--- config.mk ---
export PLATFORM = sky130hd
export DESIGN_NAME = clbp_back
export DESIGN_NICKNAME = d
export VERILOG_FILES = /design/src/rtl/clbp_pkg.sv /design/src/rtl/clbp_back.sv
export SDC_FILE = /design/constraint.sdc
export NUM_CORES = 1
export LEC_CHECK = 0
export ABC_AREA = 0
export BUFFER_PORTS_ARGS = -buffer_cell sky130_fd_sc_hd__buf_2
export CORE_MARGIN = 2
export CORE_UTILIZATION = 50
export CTS_CLUSTER_SIZE = 14
export DETAILED_ROUTE_END_ITERATION = 6
export PLACE_DENSITY = 0.72
export SLEW_MARGIN = 20
export SYNTH_ARGS = -nofsm -noshare
export SYNTH_HDL_FRONTEND = slang
export SYNTH_SLANG_ARGS = --single-unit
--- constraint.sdc ---
create_clock -name clk_i -period 4.9 [get_ports clk_i]
set_clock_uncertainty 0.1 [all_clocks]
set_input_delay 0.49 -clock clk_i [delete_from_list [all_inputs] [get_ports clk_i]]
set_output_delay 0.49 -clock clk_i [all_outputs]
set_load 0.02 [all_outputs]
--- src/rtl/clbp_pkg.sv ---
package clbp_pkg;

  // Window geometry for a radius of one pixel.
  localparam int LBP_RADIUS = 1;
  localparam int LBP_DIAM   = 2 * LBP_RADIUS + 1;
  localparam int LBP_NLINES = 2 * LBP_RADIUS;
  localparam int LBP_WIN    = LBP_DIAM * LBP_DIAM;
  localparam int LBP_CENTER = LBP_RADIUS * LBP_DIAM + LBP_RADIUS;

  // Sampling circle: eight points, four bilinear taps each, 8 fraction bits.
  localparam int LBP_NB       = 8;
  localparam int LBP_TAPS     = 4;
  localparam int LBP_FRAC     = 8;
  localparam int LBP_WGT_W    = LBP_FRAC + 1;
  localparam int LBP_ACC_W    = LBP_WGT_W + 8 + 1;

  // Frame limits and counter widths.
  localparam int               LBP_CFG_W      = 11;
  localparam int               LBP_ROW_W      = 10;
  localparam logic [LBP_CFG_W-1:0] LBP_MAX_HEIGHT = 11'd1024;

  // Queue between the front and back parts.
  localparam int QDEPTH = 4;
  localparam int QPTR_W = $clog2(QDEPTH);
  localparam int QLVL_W = $clog2(QDEPTH + 1);

  // Configuration register indexes.
  typedef enum logic {
    REG_IMAGE_WIDTH  = 1'b0,
    REG_IMAGE_HEIGHT = 1'b1
  } clbp_reg_e;

  // Bilinear weights for each sample point; they sum to 256.
  localparam logic [LBP_WGT_W-1:0] LBP_WGT [LBP_NB][LBP_TAPS] = '{
    '{9'd256, 9'd0,   9'd0,   9'd0  },
    '{9'd53,  9'd128, 9'd22,  9'd53 },
    '{9'd256, 9'd0,   9'd0,   9'd0  },
    '{9'd128, 9'd53,  9'd53,  9'd22 },
    '{9'd256, 9'd0,   9'd0,   9'd0  },
    '{9'd53,  9'd22,  9'd128, 9'd53 },
    '{9'd256, 9'd0,   9'd0,   9'd0  },
    '{9'd22,  9'd53,  9'd53,  9'd128}
  };

  // Window position of each tap, row-major with the oldest line first.
  localparam logic [3:0] LBP_TAP [LBP_NB][LBP_TAPS] = '{
    '{4'd5, 4'd5, 4'd5, 4'd5},
    '{4'd1, 4'd2, 4'd4, 4'd5},
    '{4'd1, 4'd1, 4'd1, 4'd1},
    '{4'd0, 4'd1, 4'd3, 4'd4},
    '{4'd3, 4'd3, 4'd3, 4'd3},
    '{4'd3, 4'd4, 4'd6, 4'd7},
    '{4'd7, 4'd7, 4'd7, 4'd7},
    '{4'd4, 4'd5, 4'd7, 4'd8}
  };

  typedef struct packed {
    logic [7:0] pixel;
    logic       frame_start;
  } clbp_in_t;

  typedef struct packed {
    logic [7:0] lbp_code;
    logic       frame_last;
  } clbp_out_t;

  typedef struct packed {
    logic [LBP_WIN-1:0][7:0] win;
    logic                    last;
  } clbp_entry_t;

  typedef struct packed {
    logic        valid;
    clbp_entry_t entry;
  } clbp_push_t;

  typedef struct packed {
    logic        valid;
    clbp_entry_t entry;
  } clbp_head_t;

  typedef struct packed {
    logic [QLVL_W-1:0] level;
  } clbp_qstat_t;

endpackage

--- src/rtl/clbp_back.sv ---
module clbp_back (
  input  logic                 clk_i,
  input  logic                 rst_ni,
  input  clbp_pkg::clbp_head_t head_i,
  output logic                 pop_o,
  output logic                 out_valid_o,
  input  logic                 out_stall_i,
  output clbp_pkg::clbp_out_t  out_data_o
);
  import clbp_pkg::*;

  logic                 out_valid_q;
  clbp_out_t            out_q;
  logic [LBP_NB-1:0]    code;
  logic [LBP_ACC_W-1:0] acc;
  logic [LBP_ACC_W-1:0] center;

  // Weighted sum of four taps per sample point, compared with the scaled centre.
  always_comb begin
    code   = '0;
    acc    = '0;
    center = LBP_ACC_W'({head_i.entry.win[LBP_CENTER], LBP_FRAC'(0)});
    for (int n = 0; n < LBP_NB; n++) begin
      acc = '0;
      for (int k = 0; k < LBP_TAPS; k++) begin
        acc = acc + LBP_ACC_W'(LBP_WGT[n][k]) *
                    LBP_ACC_W'(head_i.entry.win[LBP_TAP[n][k]]);
      end
      code[n] = (acc > center);
    end
  end

  // Output register: refilled whenever it is empty or being taken.
  assign pop_o = head_i.valid && (!out_valid_q || !out_stall_i);

  always_ff @(posedge clk_i or negedge rst_ni) begin
    if (!rst_ni) begin
      out_valid_q <= 1'b0;
    end else if (pop_o) begin
      out_valid_q <= 1'b1;
    end else if (!out_stall_i) begin
      out_valid_q <= 1'b0;
    end
  end

  always_ff @(posedge clk_i) begin
    if (pop_o) begin
      out_q.lbp_code   <= code;
      out_q.frame_last <= head_i.entry.last;
    end
  end

  assign out_valid_o = out_valid_q;
  assign out_data_o  = out_q;

endmodule

==> metrics.yaml <==
global_route:
  grt_pass1_wl_um: 51700
  grt_pass1_vias: 10604
  antenna_found_initial: 0
  track_usage_pct: 29.52
  overflow: 0
  grt_start_max_net_pins: 13
setup_path:
  slowest_delay_ns: 0.55
  path_delay_family: "adder cells"
  slowest_stage: "or4_4"
  critPathLaunchType: "input port"
  endpoint_kind: "flop"
  worst-setup-path-type: "in2reg"
  crit_buf_inv: 4
  cp_data_required_time_ns: 4.81
  cp_max_fo: 4
  arrival_ns: 6.67
  r2r_setup_slack_ns: 3.02
floorplan:
  initial_utilization_pct: 51.07
  die-height_um: 150.5
  die_area_mm2: 0.02266
  io_pins: 88
  die_w_um: 150.5
  rows: 53
  core-area_mm2: 0.02102
placed_design:
  port_buffers: 87
  dp.cells: 1872
  gp_congestion: 0.9565
  dp_hpwl_um: 27180
synthesis:
  ys_async_sr_fraction_pct: 10.00
  synth_xor_area_share_pct: 7.505
  synth_edf_count: 9
  synth_cell_types: 60
  synth_top_family_by_area: "adder cells"
  synthMuxAreaShare_pct: 0.1049
  syn_area_per_cell_um2: 8.985
  synth_fp_nets: 1695
  synthAdderAreaFrac_pct: 57.76
  synth_area_mm2: 0.01074
  yosysSeqAreaShare_pct: 2.750
  synth_flop_cell: "edfxtp_1"
  synth-compound-area-share_pct: 13.75
  postSynthCellCount: 1195
  ys_ff_latch: 10
  yosys.area_share.simple_pct: 8.938
  ys_warn_count: 0
drt:
  wl_per_cell_um: 17.43
  firstDrtPassIters: 5
  dr_wl_met2_um: 16460
  post_drt_via_cell_ratio: 5.292
  dr_total_vias: 10082
  final_antenna_net_count: 0
  drt_iter0_drc: 398
  highest_layer: "met4"
  drcViolationCount: 0
  wl_met3_um: 1646
  wl_um: 33200
  m1WireLength_um: 13990
final_layout:
  num_antenna_cells: 0
  n_fill_cell: 1506
  finalNetCount: 2131
  layout_commonest_cell: "buf_4"
  layoutNonFillerInstCount: 1905
  final_util_pct: 72.58
  drive_above_1_share_pct: 36.20
  final_cell_mix: "342 x buf_4, 263 x ha_1, 242 x inv_1"
  multi_input_area_mm2: 0.01044
  regArea_um2: 295.3
  syn2layout_area_growth_pct: 42.10
clocking:
  insertion_delay_ns: 0.27
  h-tree-depth: 1
  cts_tree: "built"
  cts.path.max_buffers: 2
  clk_pin_slew_ns: 0.07
  cts_root_buffer: "clkbuf_16"
  numCtsBuffers: 3
  cts_num_sinks: 10
timing:
  fin_crit_sh_pct: 138.0
  setup_viol: 4
  period_needed_ns: 6.763
  hold_violations: 0
  fin_ws_ns: -1.863
  hold_slack_ns: 0.2909
  slew_headroom_pct: 37.82
  drv_slew: 0
  rsz0062_at_grt: "true"
  worst_slew_pin_slew_ns: 0.9272
  clock.fmax_mhz: 147.9
status:
  outcome: "finished, violations left"
  violations: "negative setup slack"
hold_path:
  hp-class: "in2reg"
flow_run:
  cap_violations: 0
cell type report:
cell class / count / area share (%)
Sequential cell: 10 / 1.935
Clock buffer: 4 / 0.5823
Multi-Input combinational cell: 922 / 68.41
Inverter: 263 / 6.470
Tap cell: 275 / 2.255
Timing Repair Buffer: 431 / 20.35
logic make-up after synthesis:
family | count (synthesis)
AOI/OAI and AO/OA | 222
xor gates and xnor gates | 92
adders and majority gates | 423
buffers and inverters | 263
DFF | 10
muxes | 1
and+or+nand+nor | 184
stage by stage:
stage / setup TNS [ns] / setup WS (ns) / cell area (µm²)
after floorplan: -5.939 / -1.746 / 11160
after global placement: -8.162 / -2.247 / 14310
after detailed placement: -8.506 / -2.366 / 14310
after CTS: -6.544 / -1.729 / 14810
after global routing: -7.837 / -2.080 / 15260
final: -6.810 / -1.863 / 15260
layer usage:
| layer | global-route usage (%) | vias to the layer above |
|---|---|---|
| met4 | 10.47 | 0 |
| met5 | 0 | - |
| li1 | - | 4926 |
| met3 | 3.061 | 61 |
| met1 | 37.46 | 4857 |
| met2 | 51.98 | 238 |
repair_timing:
item | in CTS | in global routing
setup buffers | 15 | 14
hold endpoints to repair | 1 | 0
setup endpoints to repair | 4 | 4
resized for setup | 54 | 74
hold buffers | 1 | 0
cloned | 0 | 0
pin swaps | 69 | 51
synth_stat cells, drive strengths merged (2+ instances only):
master | instances | area [µm²]
nand2b | 8 | 50.05
edfxtp | 9 | 270.3
nor2b | 17 | 106.4
ha | 302 | 3779
nor4 | 6 | 37.54
o2bb2ai | 2 | 17.52
inv | 263 | 987.2
a21boi | 3 | 22.52
a21o | 27 | 202.7
or2 | 3 | 18.77
a211oi | 11 | 87.58
nand3b | 3 | 22.52
a2111oi | 6 | 77.57
xnor2 | 47 | 411.6
o2111ai | 2 | 17.52
nor3b | 3 | 22.52
a21oi | 72 | 360.4
o41ai | 3 | 33.79
nand2 | 28 | 105.1
and2 | 4 | 25.02
fa | 121 | 2422
or4 | 3 | 30.03
nand4 | 12 | 75.07
o31a | 2 | 17.52
o21bai | 8 | 60.06
nand3 | 13 | 65.06
and4 | 2 | 17.52
and3 | 8 | 50.05
xor2 | 45 | 394.1
a22o | 3 | 26.28
nand4b | 3 | 26.28
nor2 | 51 | 191.4
or3 | 2 | 12.51
o21ai | 38 | 190.2
a31o | 3 | 26.28
nor3 | 15 | 75.07
o31ai | 8 | 60.06
a31oi | 4 | 25.02
o211ai | 2 | 20.02
or4b | 2 | 20.02
o21a | 19 | 142.6
worst reg2reg max path: cells and delay by family (launching register included):
kind                   cells  cell delay [ns]
DFF                        1             0.40
AOI/OAI and AO/OA          1             0.74
buffers and inverters      1             0.33
path summary, 6_finish.rpt:
check / start / end / depth (start not counted)
setup / recovery: head_i[26] / out_data_o[6] / 28
max in group asynchronous: rst_ni / out_valid_o / 2
setup reg to reg: out_valid_o / out_data_o[5] / 2
hold / removal: head_i[0] / out_data_o[0] / 1
min in group asynchronous: rst_ni / out_valid_o / 2
hold reg to reg: out_valid_o / out_valid_o / 1
state kept, by name, indices dropped and copies added, names as in the netlist:
name,count
out_data_o,9
out_valid_o,1
Power is left out: the tool's default activity adds up to more than one toggle a clock period on the data nets, which glitch-free logic cannot reach.
