===== config.mk =====
export PLATFORM = sky130hd
export DESIGN_NAME = clbp_queue
export DESIGN_NICKNAME = d
export VERILOG_FILES = /design/src/rtl/clbp_pkg.sv /design/src/rtl/clbp_queue.sv
export SDC_FILE = /design/constraint.sdc
export NUM_CORES = 1
export LEC_CHECK = 0
export ABC_AREA = 1
export BUFFER_PORTS_ARGS = -buffer_cell sky130_fd_sc_hd__buf_2
export CAP_MARGIN = 10
export CORE_MARGIN = 10
export CORE_UTILIZATION = 42
export DETAILED_ROUTE_END_ITERATION = 6
export HOLD_SLACK_MARGIN = 0.06
export PLACE_DENSITY_LB_ADDON = 0.2
export SLEW_MARGIN = 30
export SYNTH_ARGS = -nofsm -noshare
export SYNTH_HDL_FRONTEND = slang
export SYNTH_SLANG_ARGS = --single-unit
export TNS_END_PERCENT = 10

===== constraint.sdc =====
create_clock -name clk_i -period 3.4 [get_ports clk_i]
set_clock_uncertainty 0.15 [all_clocks]
set_input_delay 0.17 -clock clk_i [delete_from_list [all_inputs] [get_ports clk_i]]
set_output_delay 0.17 -clock clk_i [all_outputs]
set_load 0.1 [all_outputs]

===== src/rtl/clbp_pkg.sv =====
package clbp_pkg;

  // Window geometry for a radius of one pixel.
  localparam int LBP_RADIUS = 1;
  localparam int LBP_DIAM   = 2 * LBP_RADIUS + 1;
  localparam int LBP_NLINES = 2 * LBP_RADIUS;
  localparam int LBP_WIN    = LBP_DIAM * LBP_DIAM;
  localparam int LBP_CENTER = LBP_RADIUS * LBP_DIAM + LBP_RADIUS;

  // Sampling circle: eight points, four bilinear taps each, 8 fraction bits.
  localparam int LBP_NB       = 8;
  localparam int LBP_TAPS     = 4;
  localparam int LBP_FRAC     = 8;
  localparam int LBP_WGT_W    = LBP_FRAC + 1;
  localparam int LBP_ACC_W    = LBP_WGT_W + 8 + 1;

  // Frame limits and counter widths.
  localparam int               LBP_CFG_W      = 11;
  localparam int               LBP_ROW_W      = 10;
  localparam logic [LBP_CFG_W-1:0] LBP_MAX_HEIGHT = 11'd1024;

  // Queue between the front and back parts.
  localparam int QDEPTH = 4;
  localparam int QPTR_W = $clog2(QDEPTH);
  localparam int QLVL_W = $clog2(QDEPTH + 1);

  // Configuration register indexes.
  typedef enum logic {
    REG_IMAGE_WIDTH  = 1'b0,
    REG_IMAGE_HEIGHT = 1'b1
  } clbp_reg_e;

  // Bilinear weights for each sample point; they sum to 256.
  localparam logic [LBP_WGT_W-1:0] LBP_WGT [LBP_NB][LBP_TAPS] = '{
    '{9'd256, 9'd0,   9'd0,   9'd0  },
    '{9'd53,  9'd128, 9'd22,  9'd53 },
    '{9'd256, 9'd0,   9'd0,   9'd0  },
    '{9'd128, 9'd53,  9'd53,  9'd22 },
    '{9'd256, 9'd0,   9'd0,   9'd0  },
    '{9'd53,  9'd22,  9'd128, 9'd53 },
    '{9'd256, 9'd0,   9'd0,   9'd0  },
    '{9'd22,  9'd53,  9'd53,  9'd128}
  };

  // Window position of each tap, row-major with the oldest line first.
  localparam logic [3:0] LBP_TAP [LBP_NB][LBP_TAPS] = '{
    '{4'd5, 4'd5, 4'd5, 4'd5},
    '{4'd1, 4'd2, 4'd4, 4'd5},
    '{4'd1, 4'd1, 4'd1, 4'd1},
    '{4'd0, 4'd1, 4'd3, 4'd4},
    '{4'd3, 4'd3, 4'd3, 4'd3},
    '{4'd3, 4'd4, 4'd6, 4'd7},
    '{4'd7, 4'd7, 4'd7, 4'd7},
    '{4'd4, 4'd5, 4'd7, 4'd8}
  };

  typedef struct packed {
    logic [7:0] pixel;
    logic       frame_start;
  } clbp_in_t;

  typedef struct packed {
    logic [7:0] lbp_code;
    logic       frame_last;
  } clbp_out_t;

  typedef struct packed {
    logic [LBP_WIN-1:0][7:0] win;
    logic                    last;
  } clbp_entry_t;

  typedef struct packed {
    logic        valid;
    clbp_entry_t entry;
  } clbp_push_t;

  typedef struct packed {
    logic        valid;
    clbp_entry_t entry;
  } clbp_head_t;

  typedef struct packed {
    logic [QLVL_W-1:0] level;
  } clbp_qstat_t;

endpackage


===== src/rtl/clbp_queue.sv =====
module clbp_queue (
  input  logic                  clk_i,
  input  logic                  rst_ni,
  input  clbp_pkg::clbp_push_t  push_i,
  input  logic                  pop_i,
  output clbp_pkg::clbp_head_t  head_o,
  output clbp_pkg::clbp_qstat_t qstat_o
);
  import clbp_pkg::*;

  clbp_entry_t       slot_q [QDEPTH];
  logic [QPTR_W-1:0] wr_ptr_q, rd_ptr_q;
  logic [QLVL_W-1:0] level_q;

  // Ring pointers and fill level; the front never pushes into a full queue.
  always_ff @(posedge clk_i or negedge rst_ni) begin
    if (!rst_ni) begin
      wr_ptr_q <= '0;
      rd_ptr_q <= '0;
      level_q  <= '0;
    end else begin
      if (push_i.valid) begin
        wr_ptr_q <= wr_ptr_q + QPTR_W'(1);
      end
      if (pop_i) begin
        rd_ptr_q <= rd_ptr_q + QPTR_W'(1);
      end
      if (push_i.valid && !pop_i) begin
        level_q <= level_q + QLVL_W'(1);
      end else if (!push_i.valid && pop_i) begin
        level_q <= level_q - QLVL_W'(1);
      end
    end
  end

  always_ff @(posedge clk_i) begin
    if (push_i.valid) begin
      slot_q[wr_ptr_q] <= push_i.entry;
    end
  end

  assign head_o.valid   = (level_q != '0);
  assign head_o.entry   = slot_q[rd_ptr_q];
  assign qstat_o.level  = level_q;

endmodule


==> results.md, run 1 <==
* 0.820 — Period Utilization, post-route
* 0.187 — share of layout cells above drive strength 1
* 0.54 ns — later-pin clock latency in the skew report
* built — clock tree from TritonCTS
* 299 — total number of clock tree sinks
* 0.424 — starting density of the core
* 19 — count of different cell masters after synthesis
* 40200 µm — wire length of the first global-routing pass
* edfxtp_1 — cell taking the most area after synthesis
* 299 — number of synthesized register bits
* 2.79 ns — post-layout minimum cycle time
* 0 — antenna viol nets, final
* clkbuf_16 — root buf cell
* 5 — number of iterations in the first detailed-routing pass
* in2reg — worst min-delay path category
* edfxtp_1 — prevailing post-synth register cell
* 14800 µm² — Post-Layout Inst Area
* no — setup repair after global routing missed its margin
* edfxtp_1, o211ai_1, nand2_1 — cell types occupying the most area after synthesis
* 900 — post-synthesis instance total
* 190 µm — vertical extent of the die
* 16.6 µm — Wirelength per Cell
* 12100 µm² — combined area of all synthesized cells
* 0 — number of pins with negative max-slew slack in the final report
* buf_12 > o211ai_1 > nand2_1 > buf_2 — ordered list of cells on the worst path
* 2 — Hold Path Depth
* 0.739 — share of synthesized area occupied by flip-flops and latches
* 2 — antenna violations before repair
* 13.4 µm² — average instance area after synthesis
* dfrtp_4 — slowest stage cell on the critical path
* buffers and inverters — gate family responsible for the most delay along the worst path
* 153 — quantity of I/O buffers inserted on ports
* 5 — Reg2Reg Depth
* 190 µm — width of the chip
* 0 — synth warn
* 36000 µm² — Die Area
* 0 — number of DRC violations after detailed routing
* 15300 µm — placed wire-length estimate after detailed placement
* 4 — Crit. path cell count
* output pin — capturing element type of the critical path
* 2 — number of buffer and inverter instances along the worst setup path
* 0 — post-cts gate resize count
* 0.0234 — async set-reset flop share out of synthesis
* 0 ns — aggregate negative setup slack
* 13100 µm² — total placed instance area
* 292 — number of flops mapped to enable cells by yosys
* 31 — CTS buffer count
* 0.06 ns — CTS clk-pin slew, worst paths
* complete, no violations — outcome
* 1212 — number of nets in the layout
* 7380 — vias in the first global route
* 154 — I/O pin count
* 28500 µm² — core area
* 3 — buffers from clock root to sink, at most
* 22.2% — area overhead of the layout relative to synthesis
* 0 — residual overflow from global routing
* 2538 — total of fill cells in the finished design
* 0.139 — total global-route track usage
* 86 — worst-path fanout max
* 983 — number of nets in the synthesized netlist
* 7177 — routed vias
* 359 MHz — Fmax
* 4.67 — Vias/cell
* 62 — std cell rows
* 3.08 ns — Worst EP required
* 0 — final count of hold timing violations
* 340 — DRC marker count from the first detailed-route iteration
* 0.725 — area share of the largest cell type after synthesis
* 87 — pin count of the biggest net entering global routing
* 0.563 — Relative slew margins
* 0.734 — final estimated routing congestion in global placement
* edfxtp_1 — cell with the most instances after synthesis
* 2.47 ns — Worst Path Arrival
* edfxtp_1, nand2_1, inv_1, o211ai_1, buf_6 — ranking of synthesized cells by instance count
* flip-flop — critical path launch point type
* 0 — total of max-cap violations
* 0.76 ns — Max stage delay on crit path
* 1 — total number of H-tree levels
* reg2out — critical path class
* 0.655 ns — slew at the pin closest to its max-slew limit
* 25500 µm — Total Wirelength
* 0 — count of endpoints failing setup in the final report
sequential cells by signal (all words and copies together), names as in the netlist:
register / count
rd_ptr_q: 2
slot_q: 292
qstat_o: 3
wr_ptr_q: 2
final cells by class:
class                      count  area, µm²  share of cell area
sequential                   299       8950               0.605
multi-input combinational    393       2110               0.143
clock inverter                 9       37.5             0.00254
antenna                        1       2.50            0.000169
tap                          384        480              0.0325
inverter                     158        598              0.0405
timing repair buffer         246       1730               0.117
clock buffer                  46        872              0.0590
worst reg2reg max path: stages (launching register included):
cell      delay, ns
dfrtp_1        0.41
inv_1          0.09
ha_1           0.19
nand2_1        0.08
clkinv_2       0.41
buf_12         0.40
cell families (layout without fill, tap and decap cells):
family          Yosys count  in the layout  synth area share
buf+inv                 208            459            0.0861
flops                   299            299             0.739
compound gates          147            147            0.0914
other cells               0              1                 0
simple gates            236            236            0.0735
xor+xnor                  4              4           0.00290
fa+ha+maj                 6              6           0.00683
through the flow:
step | hold WS, ns | util | cells | setup WS [ns]
after floorplan | -0.276 | - | 900 | 0.727
after global placement | -0.118 | 0.458 | 1402 | 1.13
after detailed placement | -0.115 | 0.458 | 1402 | 1.13
after CTS | 0.202 | 0.517 | 1534 | 0.537
after global routing | 0.221 | 0.518 | 1536 | 0.457
final | 0.229 | 0.518 | 1536 | 0.612
final timing paths:
kind	startpoint	end	slack (ns)
min in group asynchronous	rst_ni	qstat_o[2]	0.46
max reg2reg	wr_ptr_q[0]	slot_q[0][46]	1.37
max in group asynchronous	rst_ni	rd_ptr_q[0]	2.32
max	rd_ptr_q[0]	head_o[66]	0.61
min	push_i[49]	slot_q[1][49]	0.23
min reg2reg	qstat_o[2]	qstat_o[2]	0.34
routing by layer:
layer | global-route usage | routed length (µm) | part of all wire
met3 | 0.0289 | 1290 | 0.050
met1 | 0.166 | 10900 | 0.43
met4 | 0.0400 | 533 | 0.021
met2 | 0.248 | 12800 | 0.50
met5 | 0 | 13 | 0.00051
repair_timing:
action / CTS / global route
setup buffers: 0 / 0
hold buffers: 77 / 0
hold endpoints to repair: 305 / 0
cells in the final DEF (no fill, tap or decap), drive strengths merged:
cell and count:
edfxtp 292, nand2 233, buf 169, inv 154, o211ai 146, dlygate4sd3 77
clkbuf 46, clkinv 13, dfrtp 7, ha 5, xor2 3, diode 1
nor2 1, xnor2 1, o21ai 1, nand3 1, nand4 1, fa 1
Power of run 1 is not shown: default switching activity piles up to over one toggle a cycle in this logic, so the estimate is an artifact.
==> run 2: changes to the inputs <==
--- a/config.mk
+++ b/config.mk
@@ -5,7 +5,7 @@
 export SDC_FILE = /design/constraint.sdc
 export NUM_CORES = 1
 export LEC_CHECK = 0
-export ABC_AREA = 1
+export ABC_AREA = 0
 export BUFFER_PORTS_ARGS = -buffer_cell sky130_fd_sc_hd__buf_2
 export CAP_MARGIN = 10
 export CORE_MARGIN = 10
==> constraint.sdc (replaced) <==
create_clock -name clk_i -period 2.6 [get_ports clk_i]
set_clock_uncertainty 0.15 [all_clocks]
set_input_delay 0.13 -clock clk_i [delete_from_list [all_inputs] [get_ports clk_i]]
set_output_delay 0.13 -clock clk_i [all_outputs]
set_load 0.1 [all_outputs]
==> results.md, run 2 <==
* 42 — worst-path fanout max, -51%
* 0 — number of DRC violations after detailed routing, unchanged
* 18 — count of different cell masters after synthesis, -1
* 10900 µm² — combined area of all synthesized cells, -9.8%
* 21.6 µm — Wirelength per Cell, +30%
* 399 MHz — Fmax
* edfxtp_1 — cell taking the most area after synthesis
* yes — setup repair after global routing missed its margin
* slot_q[0][72] — Worst R2R End
* edfxtp_1 — prevailing post-synth register cell
* 3 — buffers from clock root to sink, at most, unchanged
* 0.0912 ns — Final Worst Setup Slack, -0.521 ns
* 0 — number of pins with negative max-slew slack in the final report, unchanged
* 292 — number of flip-flops in the largest register, unchanged
* 181 µm — width of the chip, -4.5%
* 0.06 ns — CTS clk-pin slew, worst paths, about the same
* 0.180 — met1 demand-to-capacity share in global routing, +0.0136
* 0.703 — final estimated routing congestion in global placement, -4.2%
* 27.4% — area overhead of the layout relative to synthesis
* edfxtp_1 — cell with the most instances after synthesis
* clkbuf_16 — root buf cell
* 1 — total number of H-tree levels, unchanged
* 897 — number of cells after detailed placement, -36%
* 0.00481 — XOR/XNOR Fraction of Synth Area, +0.00192
* wr_ptr_q[0] — startpoint of the most critical register-to-register path
* 5129 — routed vias, -29%
* 247 — DRC marker count from the first detailed-route iteration, -27%
* 0.66 ns — register-to-register setup slack, -0.71 ns
* 2.23 ns — Worst Path Arrival, -0.24 ns
* 0 — residual overflow from global routing, unchanged
* edfxtp_1, mux4_2, dfrtp_1 — cell types occupying the most area after synthesis
* 0.00756 — arithmetic-cell share of the synthesized area counting full adders, half adders and majority gates, +0.000738
* 43 — pin count of the biggest net entering global routing, -51%
* 0.575 ns — placement-stage worst setup slack, -0.555 ns
* 32800 µm² — Die Area, -8.8%
* 2 — Hold Path Depth, unchanged
* in2reg — worst min-delay path category
* 181 µm — vertical extent of the die, -4.5%
* push_i[13] — HP Start
* 0 — total of max-cap violations, unchanged
* 0.00390 — post-synthesis simple-gate area fraction, -0.0696
* 154 — I/O pin count, unchanged
* 58 — std cell rows, -6.5%
* 299 — total number of clock tree sinks, unchanged
* 2.51 ns — post-layout minimum cycle time
* 0.541 ns — slew at the pin closest to its max-slew limit, -0.114 ns
* 0.193 ns — worst hold-check slack, -0.0361 ns
* 0.53 ns — later-pin clock latency in the skew report, about the same
* output pin — capturing element type of the critical path
* slot_q[2][13] — hold endpoint
* 0.000458 — complex-gate fraction of the synthesized area, -0.0910
* met2 — most used routing layer in global routing
* 0 — count of endpoints failing setup in the final report, unchanged
* 0.416 — share of layout cells above drive strength 1, +0.229
* rd_ptr_q[0] — launch point of the worst path
* 4.99 — Vias/cell, +6.8%
* 0.134 — total global-route track usage, -0.00487
* multiplexers — main combinational cell family by area after synthesis
* 0 — final count of hold timing violations, unchanged
* 414 — post-synthesis instance total, -54%
* 0 — synth warn, unchanged
* 1 — antenna violations before repair, -1
* 0.217 — GR Layer Usage met2, -0.0311
* 22200 µm — Total Wirelength, -13%
* slot_q — largest register by flop count
* 0.430 — starting density of the core, +0.00603
* edfxtp_1 — most common library cell in the layout ignoring fill and taps
* complete, no violations — outcome
* 0 — antenna viol nets, final, unchanged
* 25400 µm² — core area, -11%
* 0.819 — share of synthesized area occupied by flip-flops and latches, +0.0800
* 0.0234 — async set-reset flop share out of synthesis, unchanged
* 4 — number of iterations in the first detailed-routing pass, -1
* 5983 — vias in the first global route, -19%
* 299 — number of synthesized register bits, unchanged
* flip-flop — critical path launch point type
* 0.639 — Relative slew margins, +0.0763
* 0.965 — Period Utilization, post-route
* 761 — number of nets in the layout, -37%
* 292 — number of flops mapped to enable cells by yosys, unchanged
* built — clock tree from TritonCTS
* 0.152 — mux cell area share after synthesis, +0.152
* 0.803 — area share of the largest cell type after synthesis, +0.0784
* 34900 µm — wire length of the first global-routing pass, -13%
* edfxtp_1, buf_2, dlygate4sd3_1 — commonest cells after routing, fill and taps aside
* reg2out — critical path class
* 4 — Reg2Reg Depth, -1
* 31 — CTS buffer count, unchanged
* 13400 µm — placed wire-length estimate after detailed placement, -12%
* 1028 — count of non-filler cells in the finished layout, -33%
* 26.4 µm² — average instance area after synthesis, +96%
* 497 — number of nets in the synthesized netlist, -49%
* 2.32 ns — Worst EP required, -0.76 ns
* 0.0352 — GR Layer Usage met3, +0.00624
* edfxtp_1, mux4_2, buf_2, dfrtp_1, buf_6 — ranking of synthesized cells by instance count
* 153 — quantity of I/O buffers inserted on ports, unchanged
run 2: through the flow:
step	instance area [µm²]	util	setup TNS, ns
after floorplan	10900	-	-60.79
after global placement	12200	0.481	0
after detailed placement	12200	0.481	0
after CTS	13900	0.547	0
after global routing	13900	0.548	-0.0330
final	13900	0.548	0
run 2: logic make-up after synthesis:
kind of cell    Yosys count
compound gates            1
xor+xnor                  6
fa+ha+maj                 6
buf+inv                  20
flops                   299
mux                      74
simple gates              8
run 2: cell type report:
class	count	area, µm²
Clock inverter	14	95.1
Timing Repair Buffer	247	1780
Inverter	4	15.0
Fill cell	1956	11500
Multi-Input combinational cell	95	1850
Antenna cell	1	2.50
Tap cell	330	413
Sequential cell	299	8950
Clock buffer	38	802
run 2: worst max-delay path by stage:
| stage | endpoint | slack, ns | depth (start not counted) |
|---|---|---|---|
| 2_1_floorplan | slot_q[2][0] | -0.31 | 3 |
| 3_3_place_gp | head_o[26] | 0.57 | 3 |
| 3_5_place_dp | head_o[71] | 0.57 | 3 |
| 4_1_cts | head_o[68] | 0.03 | 3 |
| 5_1_grt | head_o[47] | -0.01 | 3 |
| 6_report | head_o[17] | 0.09 | 3 |
run 2: routing by layer:
layer  part of all wire  routed length, µm
met1               0.44               9820
met2               0.47              10500
met3              0.068               1510
met4              0.015                341
met5                  0                  0
run 2: worst max-delay path, stage by stage, from the launching register on:
cell      delay, ns
dfrtp_4        0.44
buf_16         0.30
mux4_2         0.60
clkbuf_4       0.31
run 2: timing repair:
item                                    in CTS  in global routing
endpoints found under the setup margin       6                 11
buffers inserted                             1                  0
hold buffers                                77                  0
endpoints found under the hold margin      306                  0
gates resized for setup                      0                  2
Power of run 2 is left out for the same reason.
